`config.mk`:
```
export PLATFORM = sky130hd
export DESIGN_NAME = edge_triggered_job_status_fsm_unit
export DESIGN_NICKNAME = d
export VERILOG_FILES = /design/src/rtl/core/etjs_pkg.sv /design/src/rtl/core/etjs_fsm.sv /design/src/rtl/core/edge_triggered_job_status_fsm_unit.sv
export SDC_FILE = /design/constraint.sdc
export NUM_CORES = 1
export LEC_CHECK = 0
export BUFFER_PORTS_ARGS = -buffer_cell sky130_fd_sc_hd__buf_4
export CAP_MARGIN = 20
export CORE_MARGIN = 10
export CORE_UTILIZATION = 45
export DETAILED_ROUTE_END_ITERATION = 6
export GPL_TIMING_DRIVEN = 0
export MAX_ROUTING_LAYER = met4
export PLACE_DENSITY = 0.71
export SLEW_MARGIN = 15
export SYNTH_ARGS = -nofsm -noshare
export SYNTH_HDL_FRONTEND = slang
export SYNTH_SLANG_ARGS = --single-unit
```
`constraint.sdc`:
```
create_clock -name i_clk -period 3.8 [get_ports i_clk]
set_clock_uncertainty 0.15 [all_clocks]
set_input_delay 0.38 -clock i_clk [delete_from_list [all_inputs] [get_ports i_clk]]
set_output_delay 0.38 -clock i_clk [all_outputs]
set_load 0.005 [all_outputs]
```
`src/rtl/core/etjs_pkg.sv`:
```
// shared types and codes for the job status controller
package etjs_pkg;

    localparam int unsigned CntW  = 16;
    localparam int unsigned DataW = 32;
    localparam int unsigned AddrW = 3;

    // register indexes
    localparam logic REG_TIMEOUT = 1'b0;
    localparam logic REG_LIMIT   = 1'b1;

    typedef enum logic [2:0] {
        PH_DORMANT   = 3'd0,
        PH_EXECUTING = 3'd1,
        PH_ABORTING  = 3'd2,
        PH_ABORTED   = 3'd3,
        PH_DONE      = 3'd4,
        PH_ERROR     = 3'd5,
        PH_RESETTING = 3'd6
    } t_phase;

    typedef enum logic [1:0] {
        FC_NONE     = 2'd0,
        FC_EXTERNAL = 2'd1,
        FC_TIMEOUT  = 2'd2
    } t_fault;

    typedef struct packed {
        logic tick;
        logic execute;
        logic external_error;
        logic abort_request;
        logic ready_req;
        logic abort_complete;
        logic reset_request;
        logic reset_complete;
    } t_update;

    typedef struct packed {
        logic   done_res;
        logic   busy_res;
        logic   aborted;
        logic   failed;
        t_fault fault_code;
        logic   active_cycle;
        t_phase phase_now;
    } t_status;

endpackage

```
`src/rtl/core/etjs_fsm.sv`:
```
// phase state machine, timers and held status flags
module etjs_fsm
    import etjs_pkg::*;
(
    input  logic            i_clk,
    input  logic            i_rst_n,
    input  logic            i_accept,
    input  t_update         i_upd,
    input  logic [CntW-1:0] i_timeout_ticks,
    input  logic [CntW-1:0] i_time_limit_ticks,
    output t_status         o_next
);

    t_phase          r_phase, n_phase;
    logic [CntW-1:0] r_timeout_left, n_timeout_left;
    logic [CntW-1:0] r_period_left, n_period_left;
    logic            r_execute_before;
    logic            r_done, n_done;
    logic            r_busy, n_busy;
    logic            r_aborted, n_aborted;
    logic            r_error, n_error;
    t_fault          r_code, n_code;
    logic            r_active, n_active;
    logic            fault;

    always_ff @(posedge i_clk) begin
        if (!i_rst_n) begin
            r_phase          <= PH_DORMANT;
            r_timeout_left   <= '0;
            r_period_left    <= '0;
            r_execute_before <= 1'b0;
            r_done           <= 1'b0;
            r_busy           <= 1'b0;
            r_aborted        <= 1'b0;
            r_error          <= 1'b0;
            r_code           <= FC_NONE;
            r_active         <= 1'b0;
        end else if (i_accept) begin
            r_phase          <= n_phase;
            r_timeout_left   <= n_timeout_left;
            r_period_left    <= n_period_left;
            r_execute_before <= i_upd.execute;
            r_done           <= n_done;
            r_busy           <= n_busy;
            r_aborted        <= n_aborted;
            r_error          <= n_error;
            r_code           <= n_code;
            r_active         <= n_active;
        end
    end

    always_comb begin
        n_timeout_left = r_timeout_left;
        n_period_left  = r_period_left;
        // timers advance first, only on a tick while executing
        if (i_upd.tick && (r_phase == PH_EXECUTING)) begin
            if (i_time_limit_ticks != '0) begin
                n_period_left = (r_period_left != '0) ? (r_period_left - 1'b1)
                                                      : i_time_limit_ticks;
            end
            if (r_timeout_left != '0) begin
                n_timeout_left = r_timeout_left - 1'b1;
            end
        end
        fault = i_upd.external_error ||
                ((i_timeout_ticks != '0) && (n_timeout_left == '0));

        n_phase   = r_phase;
        n_done    = r_done;
        n_busy    = r_busy;
        n_aborted = r_aborted;
        n_error   = r_error;
        n_code    = r_code;
        n_active  = r_active;

        unique case (r_phase)
            PH_DORMANT: begin
                n_done    = 1'b0;
                n_busy    = 1'b0;
                n_aborted = 1'b0;
                n_error   = 1'b0;
                n_code    = FC_NONE;
                n_active  = 1'b0;
                if (i_upd.execute && !r_execute_before) begin
                    n_timeout_left = i_timeout_ticks;
                    n_period_left  = i_time_limit_ticks;
                    n_phase        = PH_EXECUTING;
                end
            end
            PH_EXECUTING: begin
                n_busy   = 1'b1;
                n_active = (i_time_limit_ticks == '0) || (n_period_left != '0);
                if (fault) begin
                    n_phase = PH_ERROR;
                end else if (i_upd.abort_request) begin
                    n_phase = PH_ABORTING;
                end else if (i_upd.ready_req) begin
                    n_phase = PH_DONE;
                end
            end
            PH_ABORTING: begin
                n_active = 1'b0;
                if (fault) begin
                    n_phase = PH_ERROR;
                end else if (i_upd.abort_complete) begin
                    n_phase = PH_ABORTED;
                end
            end
            PH_ABORTED: begin
                n_busy    = 1'b0;
                n_aborted = 1'b1;
                if (i_upd.reset_request || !i_upd.execute) begin
                    n_phase = PH_RESETTING;
                end
            end
            PH_DONE: begin
                n_busy   = 1'b0;
                n_done   = 1'b1;
                n_active = 1'b0;
                if (i_upd.reset_request || !i_upd.execute) begin
                    n_phase = PH_RESETTING;
                end
            end
            PH_ERROR: begin
                n_busy   = 1'b0;
                n_active = 1'b0;
                n_error  = 1'b1;
                n_code   = i_upd.external_error ? FC_EXTERNAL : FC_TIMEOUT;
                if (i_upd.reset_request || !i_upd.execute) begin
                    n_phase = PH_RESETTING;
                end
            end
            PH_RESETTING: begin
                n_done    = 1'b0;
                n_aborted = 1'b0;
                n_error   = 1'b0;
                n_code    = FC_NONE;
                n_active  = 1'b0;
                if (i_upd.reset_complete) begin
                    n_phase = PH_DORMANT;
                end
            end
            default: begin
            end
        endcase

        o_next.done_res     = n_done;
        o_next.busy_res     = n_busy;
        o_next.aborted      = n_aborted;
        o_next.failed       = n_error;
        o_next.fault_code   = n_code;
        o_next.active_cycle = n_active;
        o_next.phase_now    = n_phase;
    end

endmodule

```
`src/rtl/core/edge_triggered_job_status_fsm_unit.sv`:
```
// top level of the job status controller: register port, state machine, result queue
// a result is registered into the output register when it is free, else into the skid register
// one update item per cycle while o_in_stall is low; the state machine updates in the accept cycle
// a two-entry result queue (output register plus skid register) lets an item be
// taken while the previous result still waits; o_in_stall rises only when both are full
// reset: synchronous active low, clears phase, timers, flags, registers and the queue
module edge_triggered_job_status_fsm_unit
    import etjs_pkg::*;
(
    input  logic             i_clk,
    input  logic             i_rst_n,
    // register port
    input  logic             psel,
    input  logic             penable,
    input  logic             pwrite,
    input  logic [AddrW-1:0] paddr,
    input  logic [DataW-1:0] pwdata,
    output logic [DataW-1:0] prdata,
    output logic             pready,
    // update items
    input  logic             i_in_valid,
    output logic             o_in_stall,
    input  logic             i_tick,
    input  logic             i_execute,
    input  logic             i_external_error,
    input  logic             i_abort_request,
    input  logic             i_ready_req,
    input  logic             i_abort_complete,
    input  logic             i_reset_request,
    input  logic             i_reset_complete,
    // result items
    output logic             o_out_valid,
    input  logic             i_out_stall,
    output logic             o_done_res,
    output logic             o_busy_res,
    output logic             o_aborted,
    output logic             o_failed,
    output logic [1:0]       o_fault_code,
    output logic             o_active_cycle,
    output logic [2:0]       o_phase_now
);

    logic [CntW-1:0] r_timeout_ticks;
    logic [CntW-1:0] r_time_limit_ticks;
    logic            cfg_wr;
    logic            reg_sel;

    t_update         upd;
    t_status         next_status;
    logic            in_acc;
    logic            out_pop;

    t_status         r_out, r_skid;
    logic            r_out_valid, r_skid_valid;

    // register port: zero wait states, byte lanes not used
    assign pready  = 1'b1;
    assign reg_sel = paddr[2];
    assign cfg_wr  = psel && penable && pwrite && pready;

    always_ff @(posedge i_clk) begin
        if (!i_rst_n) begin
            r_timeout_ticks    <= '0;
            r_time_limit_ticks <= '0;
        end else if (cfg_wr) begin
            unique case (reg_sel)
                REG_TIMEOUT: r_timeout_ticks    <= pwdata[CntW-1:0];
                REG_LIMIT:   r_time_limit_ticks <= pwdata[CntW-1:0];
                default: begin
                end
            endcase
        end
    end

    always_comb begin
        prdata = '0;
        unique case (reg_sel)
            REG_TIMEOUT: prdata[CntW-1:0] = r_timeout_ticks;
            REG_LIMIT:   prdata[CntW-1:0] = r_time_limit_ticks;
            default: begin
            end
        endcase
    end

    // input side: stall only when the skid register is occupied
    assign o_in_stall = r_skid_valid;
    assign in_acc     = i_in_valid && !o_in_stall;
    assign out_pop    = r_out_valid && !i_out_stall;

    assign upd.tick           = i_tick;
    assign upd.execute        = i_execute;
    assign upd.external_error = i_external_error;
    assign upd.abort_request  = i_abort_request;
    assign upd.ready_req      = i_ready_req;
    assign upd.abort_complete = i_abort_complete;
    assign upd.reset_request  = i_reset_request;
    assign upd.reset_complete = i_reset_complete;

    // state advances on every accepted item; next_status is the result
    etjs_fsm u_fsm (
        .i_clk              (i_clk),
        .i_rst_n            (i_rst_n),
        .i_accept           (in_acc),
        .i_upd              (upd),
        .i_timeout_ticks    (r_timeout_ticks),
        .i_time_limit_ticks (r_time_limit_ticks),
        .o_next             (next_status)
    );

    // result queue: output register in front, skid register behind
    always_ff @(posedge i_clk) begin
        if (!i_rst_n) begin
            r_out_valid  <= 1'b0;
            r_skid_valid <= 1'b0;
        end else if (!r_out_valid || out_pop) begin
            // output register frees up: refill from skid first to keep order
            if (r_skid_valid) begin
                r_out_valid  <= 1'b1;
                r_skid_valid <= in_acc;
            end else begin
                r_out_valid  <= in_acc;
            end
        end else if (in_acc) begin
            // output held by a stalled receiver: park the new result
            r_skid_valid <= 1'b1;
        end
    end

    always_ff @(posedge i_clk) begin
        if (!r_out_valid || out_pop) begin
            if (r_skid_valid) begin
                r_out <= r_skid;
                if (in_acc) begin
                    r_skid <= next_status;
                end
            end else if (in_acc) begin
                r_out <= next_status;
            end
        end else if (in_acc) begin
            r_skid <= next_status;
        end
    end

    assign o_out_valid    = r_out_valid;
    assign o_done_res     = r_out.done_res;
    assign o_busy_res     = r_out.busy_res;
    assign o_aborted      = r_out.aborted;
    assign o_failed       = r_out.failed;
    assign o_fault_code   = r_out.fault_code;
    assign o_active_cycle = r_out.active_cycle;
    assign o_phase_now    = r_out.phase_now;

endmodule

```
* Word level (Yosys, flattened, before mapping)
Cells that the tools add are included.
** Word-level totals
- Register bits :: 97
- Latch bits :: 0
- Memory bits (writable) :: 0
- Bits in read-only memories :: 0
- Input port bits :: 50
- Output and inout port bits :: 45
- Logic and storage cells :: 106
- Memories :: 0
** Operators by class
- $add $sub $neg :: 2
- Multipliers :: 0
- Divide/modulo/power cells :: 0
- Order comparisons :: 0
- Equal/unequal tests :: 7
- Shift-type cells :: 0
- Mux-type cells :: 35
- Bitwise gates (word level) :: 1
- Reduce and logical (&&, ||, !) cells :: 33
** Operators by type and width (number)
- 16-bit 2-to-1 mux :: 9
- 16-bit nonzero test :: 5
- 10-bit 2-to-1 mux :: 5
- 16-bit zero test :: 2
- 16-bit one-hot mux with 2 select lines :: 1
- 16-bit by 1-bit subtractor with 16-bit output, second input constant :: 2
- 3-bit 2-to-1 mux :: 8
- 3-bit one-hot mux with 5 select lines :: 1
- 1-bit one-hot mux with 2 select lines :: 5
- 3-bit equality test, second input constant :: 3
- 1-bit logical AND :: 7
- 3-bit by 2-bit equality test with 1-bit output, second input constant :: 2
- 2-bit AND reduction :: 3
- 1-bit zero test :: 5
- 5-bit OR reduction :: 1
- 1-bit logical OR :: 4
- 1-bit 2-to-1 mux :: 4
- 2-bit one-hot mux with 2 select lines :: 1
- 2-bit nonzero test :: 2
- 4-bit OR reduction :: 1
- 3-bit by 1-bit equality test with 1-bit output, second input constant :: 1
- 3-bit zero test :: 1
- 3-bit OR reduction :: 1
- 2-bit 2-to-1 mux :: 1
- other kinds (3) :: 3

* Longest topological paths before layout
- Word-level depth :: 11
- Mapped depth :: 11
- Depth with buffers taken out :: 10

* By module
From an unflattened synthesis, not the netlist that was laid out.
** Second synthesis, totals
- Cell total of the unflattened synthesis :: 715
- Area, all modules :: 5900.7 um^2
** Modules (own cells, without submodules)
- etjs_fsm :: times used 1, cells an instance 515, area each 3519.6 um^2, seq. area each 860.8 um^2
- edge_triggered_job_status_fsm_unit :: times used 1, cells an instance 200, area each 2381.0 um^2, seq. area each 1281.2 um^2

* Least setup slack after synthesis
No wires, ideal clock.
- Kind :: reg2reg
- Start :: register u_fsm.r_period_left[1]
- End :: register r_out, in the netlist o_active_cycle, data pin
- Setup time :: 0.270 ns
- Arrival :: 2.739 ns
- Data required time :: 3.380 ns
- Setup slack :: 0.641 ns
- Stages on the path, launching flop included :: 12
- Buffers on the path :: 2
- Clock period less this slack :: 3.159 ns
- Cells stage by stage :: dfxtp_1 clkbuf_1 inv_1 ha_1 or4b_2 or4_4 buf_6 mux2i_1 a22oi_1 nand4_1 nor4_2 o31ai_1
** On the way
- Longest elaborated chain between the ends :: 9
- Elaborated cells on any way between the ends :: 10
- Classes of those cells :: add/sub: 1; mux: 6; reduce/logical: 3
** RTL lines
- start, declared :: RTL line etjs_fsm.sv:16 : logic [CntW-1:0] r_period_left, n_period_left;
- start signal, assigned :: RTL line etjs_fsm.sv:41 : r_period_left <= n_period_left;
- 16-bit by 1-bit subtractor with 16-bit output or 16-bit nonzero test (tied branches) :: RTL line etjs_fsm.sv:58 : n_period_left = (r_period_left != '0) ? (r_period_left - 1'b1)
- 16-bit 2-to-1 mux :: RTL line etjs_fsm.sv:58
- 16-bit 2-to-1 mux :: RTL line etjs_fsm.sv:57 : if (i_time_limit_ticks != '0) begin
- 16-bit 2-to-1 mux * :: RTL line etjs_fsm.sv:56 : if (i_upd.tick && (r_phase == PH_EXECUTING)) begin
- 16-bit nonzero test * :: RTL line etjs_fsm.sv:92 : n_active = (i_time_limit_ticks == '0) || (n_period_left != '0);
- 1-bit logical OR * :: RTL line etjs_fsm.sv:92
- 1-bit one-hot mux with 2 select lines * :: RTL line etjs_fsm.sv:76 : unique case (r_phase)
- 10-bit 2-to-1 mux * :: RTL line edge_triggered_job_status_fsm_unit.sv:136 : end else if (in_acc) begin
- 10-bit 2-to-1 mux * :: RTL line edge_triggered_job_status_fsm_unit.sv:131 : if (r_skid_valid) begin
- end signal, assigned :: RTL line edge_triggered_job_status_fsm_unit.sv:132 : r_out <= r_skid;
- end signal, assigned :: RTL line edge_triggered_job_status_fsm_unit.sv:137 : r_out <= next_status;
- end, declared :: RTL line edge_triggered_job_status_fsm_unit.sv:53 : t_status r_out, r_skid;
Every way passes the cells marked *; elsewhere a longest branch is shown, timed or not. The select of a mux whose other input is x is not followed.
A chain may end at the register's enable or synchronous reset.

* Worst setup path after layout
Ends and elaborated chain as after synthesis.

==> results.sh <==
export IMPL_cts_buffers=9
export IMPL_status="completed"
export IMPL_slew_viol_final=0
export IMPL_first_pass_iters=5
export IMPL_rsz0062_at_grt="no"
export IMPL_overflow=0
export IMPL_r2r_slack_ns=0.18
export IMPL_cts_clk_slew_worst_paths_ns=0.08
export IMPL_cts_tree="yes"
export IMPL_drive_gt1_share_pct=17.2
export IMPL_period_share_pct=95.3
export IMPL_yosysMostFrequentCell="nand2_1"
export IMPL_required_ns=3.74
export IMPL_cp_start_kind="flop"
export IMPL_syn_inst=741
export IMPL_core_area_um2=12600
export IMPL_antenna_found_initial=0
export IMPL_critical_path_startpoint="u_fsm.r_period_left[1]$_SDFFE_PN0P_"
export IMPL_timing_rr_start="u_fsm.r_period_left[1]$_SDFFE_PN0P_"
export IMPL_synth_seq_cells=97
export IMPL_grt_usage_pct=21.4
export IMPL_final_nets=878
export IMPL_r2r_cells=11
export IMPL_finalCriticalPeriod_ns=3.62
export IMPL_drc_errors=0
export IMPL_io_buffers=59
export IMPL_regToRegEndpoint="o_active_cycle$_DFFE_PP_"
export IMPL_die_area_um2=17800
export IMPL_setup_viol=0
export IMPL_first_iter_violations=578
export IMPL_synth_edf_count=20
export IMPL_endpoint="o_active_cycle$_DFFE_PP_"
export IMPL_cp_max_fo=9
export IMPL_path_class="flop to flop"
export IMPL_post_cts_buffers=0
export IMPL_powerDensity_nw_per_um2=417
export IMPL_maxCapViolations=0
export IMPL_cts_max_level=3
export IMPL_synthTopCellsByArea="dfxtp_1 27%, edfxtp_1 10%, a21oi_1 7.9%"
export IMPL_antennaDiodeCount=0
export IMPL_worstMarginPinSlew_ns=0.942
export IMPL_ant_nets=0
export IMPL_dp_hpwl_um=14100
export IMPL_clk_path_buf_depth=2
export IMPL_yosysSeqAreaShare_pct=37.1
export IMPL_num_vias=5942
export IMPL_maxSlewHeadroom_pct=37.2
export IMPL_synthFlopType="dfxtp_1"
export IMPL_final_hold_viol_count=0
export IMPL_p_leak_nw=2.61
export IMPL_clock_sinks=97
export IMPL_synth_area_leader_cell="dfxtp_1"
export IMPL_postSynthAreaPerCell_um2=7.79
export IMPL_dp_slack_ns=0.00124
export IMPL_via_per_inst=5.92
export IMPL_drt_wl_total_um=19000
export IMPL_grt_pass1_vias=5617
export IMPL_synth_top_area_share_pct=26.7
export IMPL_fp_row_count=41
export IMPL_clk_latency_ns=0.36
export IMPL_pin_count=95
export IMPL_yosysWarningCount=0
export IMPL_netlist_top_cells_count="114 x nand2_1, 91 x a21oi_1, 82 x nor2_1, 77 x dfxtp_1, 40 x clkbuf_1"
export IMPL_fin_ws_ns=0.177
export IMPL_hold_class="input port to flop"
export IMPL_clock_fmax_mhz=276
export IMPL_tns_ns=0
export IMPL_synth_area_um2=5770
export IMPL_grt_pass1_wl_um=30400
export IMPL_synthArstFlopShare_pct=0
export IMPL_wl_per_cell_um=18.9
export IMPL_areaGrowthSynthToFinish_pct=18.4
export IMPL_die_h_um=133
export IMPL_synth_distinct_cells=72
export IMPL_endpoint_kind="flop"
export IMPL_die_w_um=133
export IMPL_vdd_ir_drop_max_mv=0.300
export IMPL_grt_max_degree=20
export IMPL_cp_arrival_ns=3.56
export IMPL_clockRootBuffer="clkbuf_16"
export IMPL_initial_core_util_pct=45.9
export IMPL_place_congestion=0.951
==> power breakdown <==
| group | total (mW) | internal (mW) | leakage [nW] | switching (mW) |
|---|---|---|---|---|
| sequential | 1.15 | 1.11 | 0.817 | 0.0472 |
| clock | 0.993 | 0.532 | 0.158 | 0.461 |
| combinational | 0.703 | 0.278 | 1.63 | 0.425 |
| total | 2.85 | 1.92 | 2.61 | 0.933 |
==> cell type report <==
type | count | area, um^2
buffer | 69 | 354
tap | 172 | 215
sequential | 97 | 2140
fill | 1228 | 5740
clock inverter | 7 | 100
timing repair buffer | 59 | 443
clock buffer | 9 | 225
inverter | 24 | 90.1
multi-input combinational | 566 | 3260
==> per-stage QoR <==
step / power, mW / cell area (um^2) / util [%] / instances / hold slack [ns]
5_1_grt: 2.98 / 6830 / 54.3 / 1003 / 0.125
2_1_floorplan: 1.64 / 5830 / - / 756 / 0.286
6_report: 2.85 / 6830 / 54.3 / 1003 / 0.126
4_1_cts: 2.83 / 6820 / 54.2 / 1003 / 0.125
3_5_place_dp: 1.85 / 6480 / 51.6 / 987 / 0.306
3_3_place_gp: 1.85 / 6480 / 51.6 / 987 / 0.305
==> worst max-delay path, cell delays in order (launching register included) <==
cell,delay [ns]
dfxtp_1,0.30
clkbuf_1,0.22
inv_1,0.11
ha_2,0.27
or4b_2,0.66
or4_4,0.44
buf_6,0.16
a2bb2oi_2,0.13
o2bb2ai_2,0.18
nand4_1,0.19
nor4_4,0.41
o31ai_1,0.12
==> cell usage in the layout, fill, tap and decap left out, drive strengths merged, types with 4 or more instances in the layout <==
cell / instances
mux2i: 8
nand4: 17
and3: 6
clkbuf: 50
buf: 87
o21ai: 35
a22oi: 5
nor4: 23
o31ai: 5
nand3: 10
nor2: 82
dfxtp: 77
nand3b: 4
o211ai: 6
or3: 6
o2111ai: 4
nand2: 114
a211oi: 10
o221ai: 4
conb: 17
nor2b: 8
mux2: 25
a21oi: 91
nor3: 19
edfxtp: 20
a31oi: 4
o41ai: 4
clkinv: 4
or4: 4
inv: 26
nand2b: 7
==> flip-flops by register name (all words and copies together) (netlist names), 2 cells and up <==
signal and flops:
u_fsm.r_timeout_left 16, o_phase_now 3, r_time_limit_ticks 16, o_fault_code 2, r_skid 10, r_timeout_ticks 16
u_fsm.r_code 2, u_fsm.r_phase 3, u_fsm.r_period_left 16
==> routing by layer <==
layer	track usage (%)	part of all wire (%)	wire length (um)
met5	-	0	0
met4	8.89	3.5	664
met3	4.81	7.8	1480
met2	31.8	45	8490
met1	27.5	44	8360
==> kinds of logic (layout without fill, tap and decap cells) <==
| logic type | after synthesis | count (layout) | synth area share (%) |
|---|---|---|---|
| compound gates | 196 | 196 | 21.4 |
| xor+xnor | 1 | 1 | 0.152 |
| fa+ha+maj | 3 | 3 | 0.607 |
| buf+inv | 93 | 168 | 7.65 |
| flops | 97 | 97 | 37.1 |
| mux | 33 | 33 | 6.27 |
| other cells | 2 | 17 | 0.130 |
| simple gates | 316 | 316 | 26.7 |
==> what timing repair did <==
action | in CTS | in global routing
cloned | 0 | 0
hold buffers | 0 | 0
gates resized for setup | 1 | 3
pin swaps | 0 | 0
endpoints found under the setup margin | 1 | 3
==> worst min path at each step <==
stage,from,end,cells past startpoint
floorplan,u_fsm.r_execute_before$_SDFFE_PN0P_,u_fsm.r_execute_before$_SDFFE_PN0P_,2
global placement,u_fsm.r_execute_before$_SDFFE_PN0P_,u_fsm.r_execute_before$_SDFFE_PN0P_,2
detailed placement,u_fsm.r_execute_before$_SDFFE_PN0P_,u_fsm.r_execute_before$_SDFFE_PN0P_,2
CTS,pwdata[10],r_time_limit_ticks[10]$_SDFFE_PN0P_,3
global route,pwdata[9],r_time_limit_ticks[9]$_SDFFE_PN0P_,3
finish,pwdata[15],r_timeout_ticks[15]$_SDFFE_PN0P_,3
No activity file was read; power rests on OpenSTA's default activity.
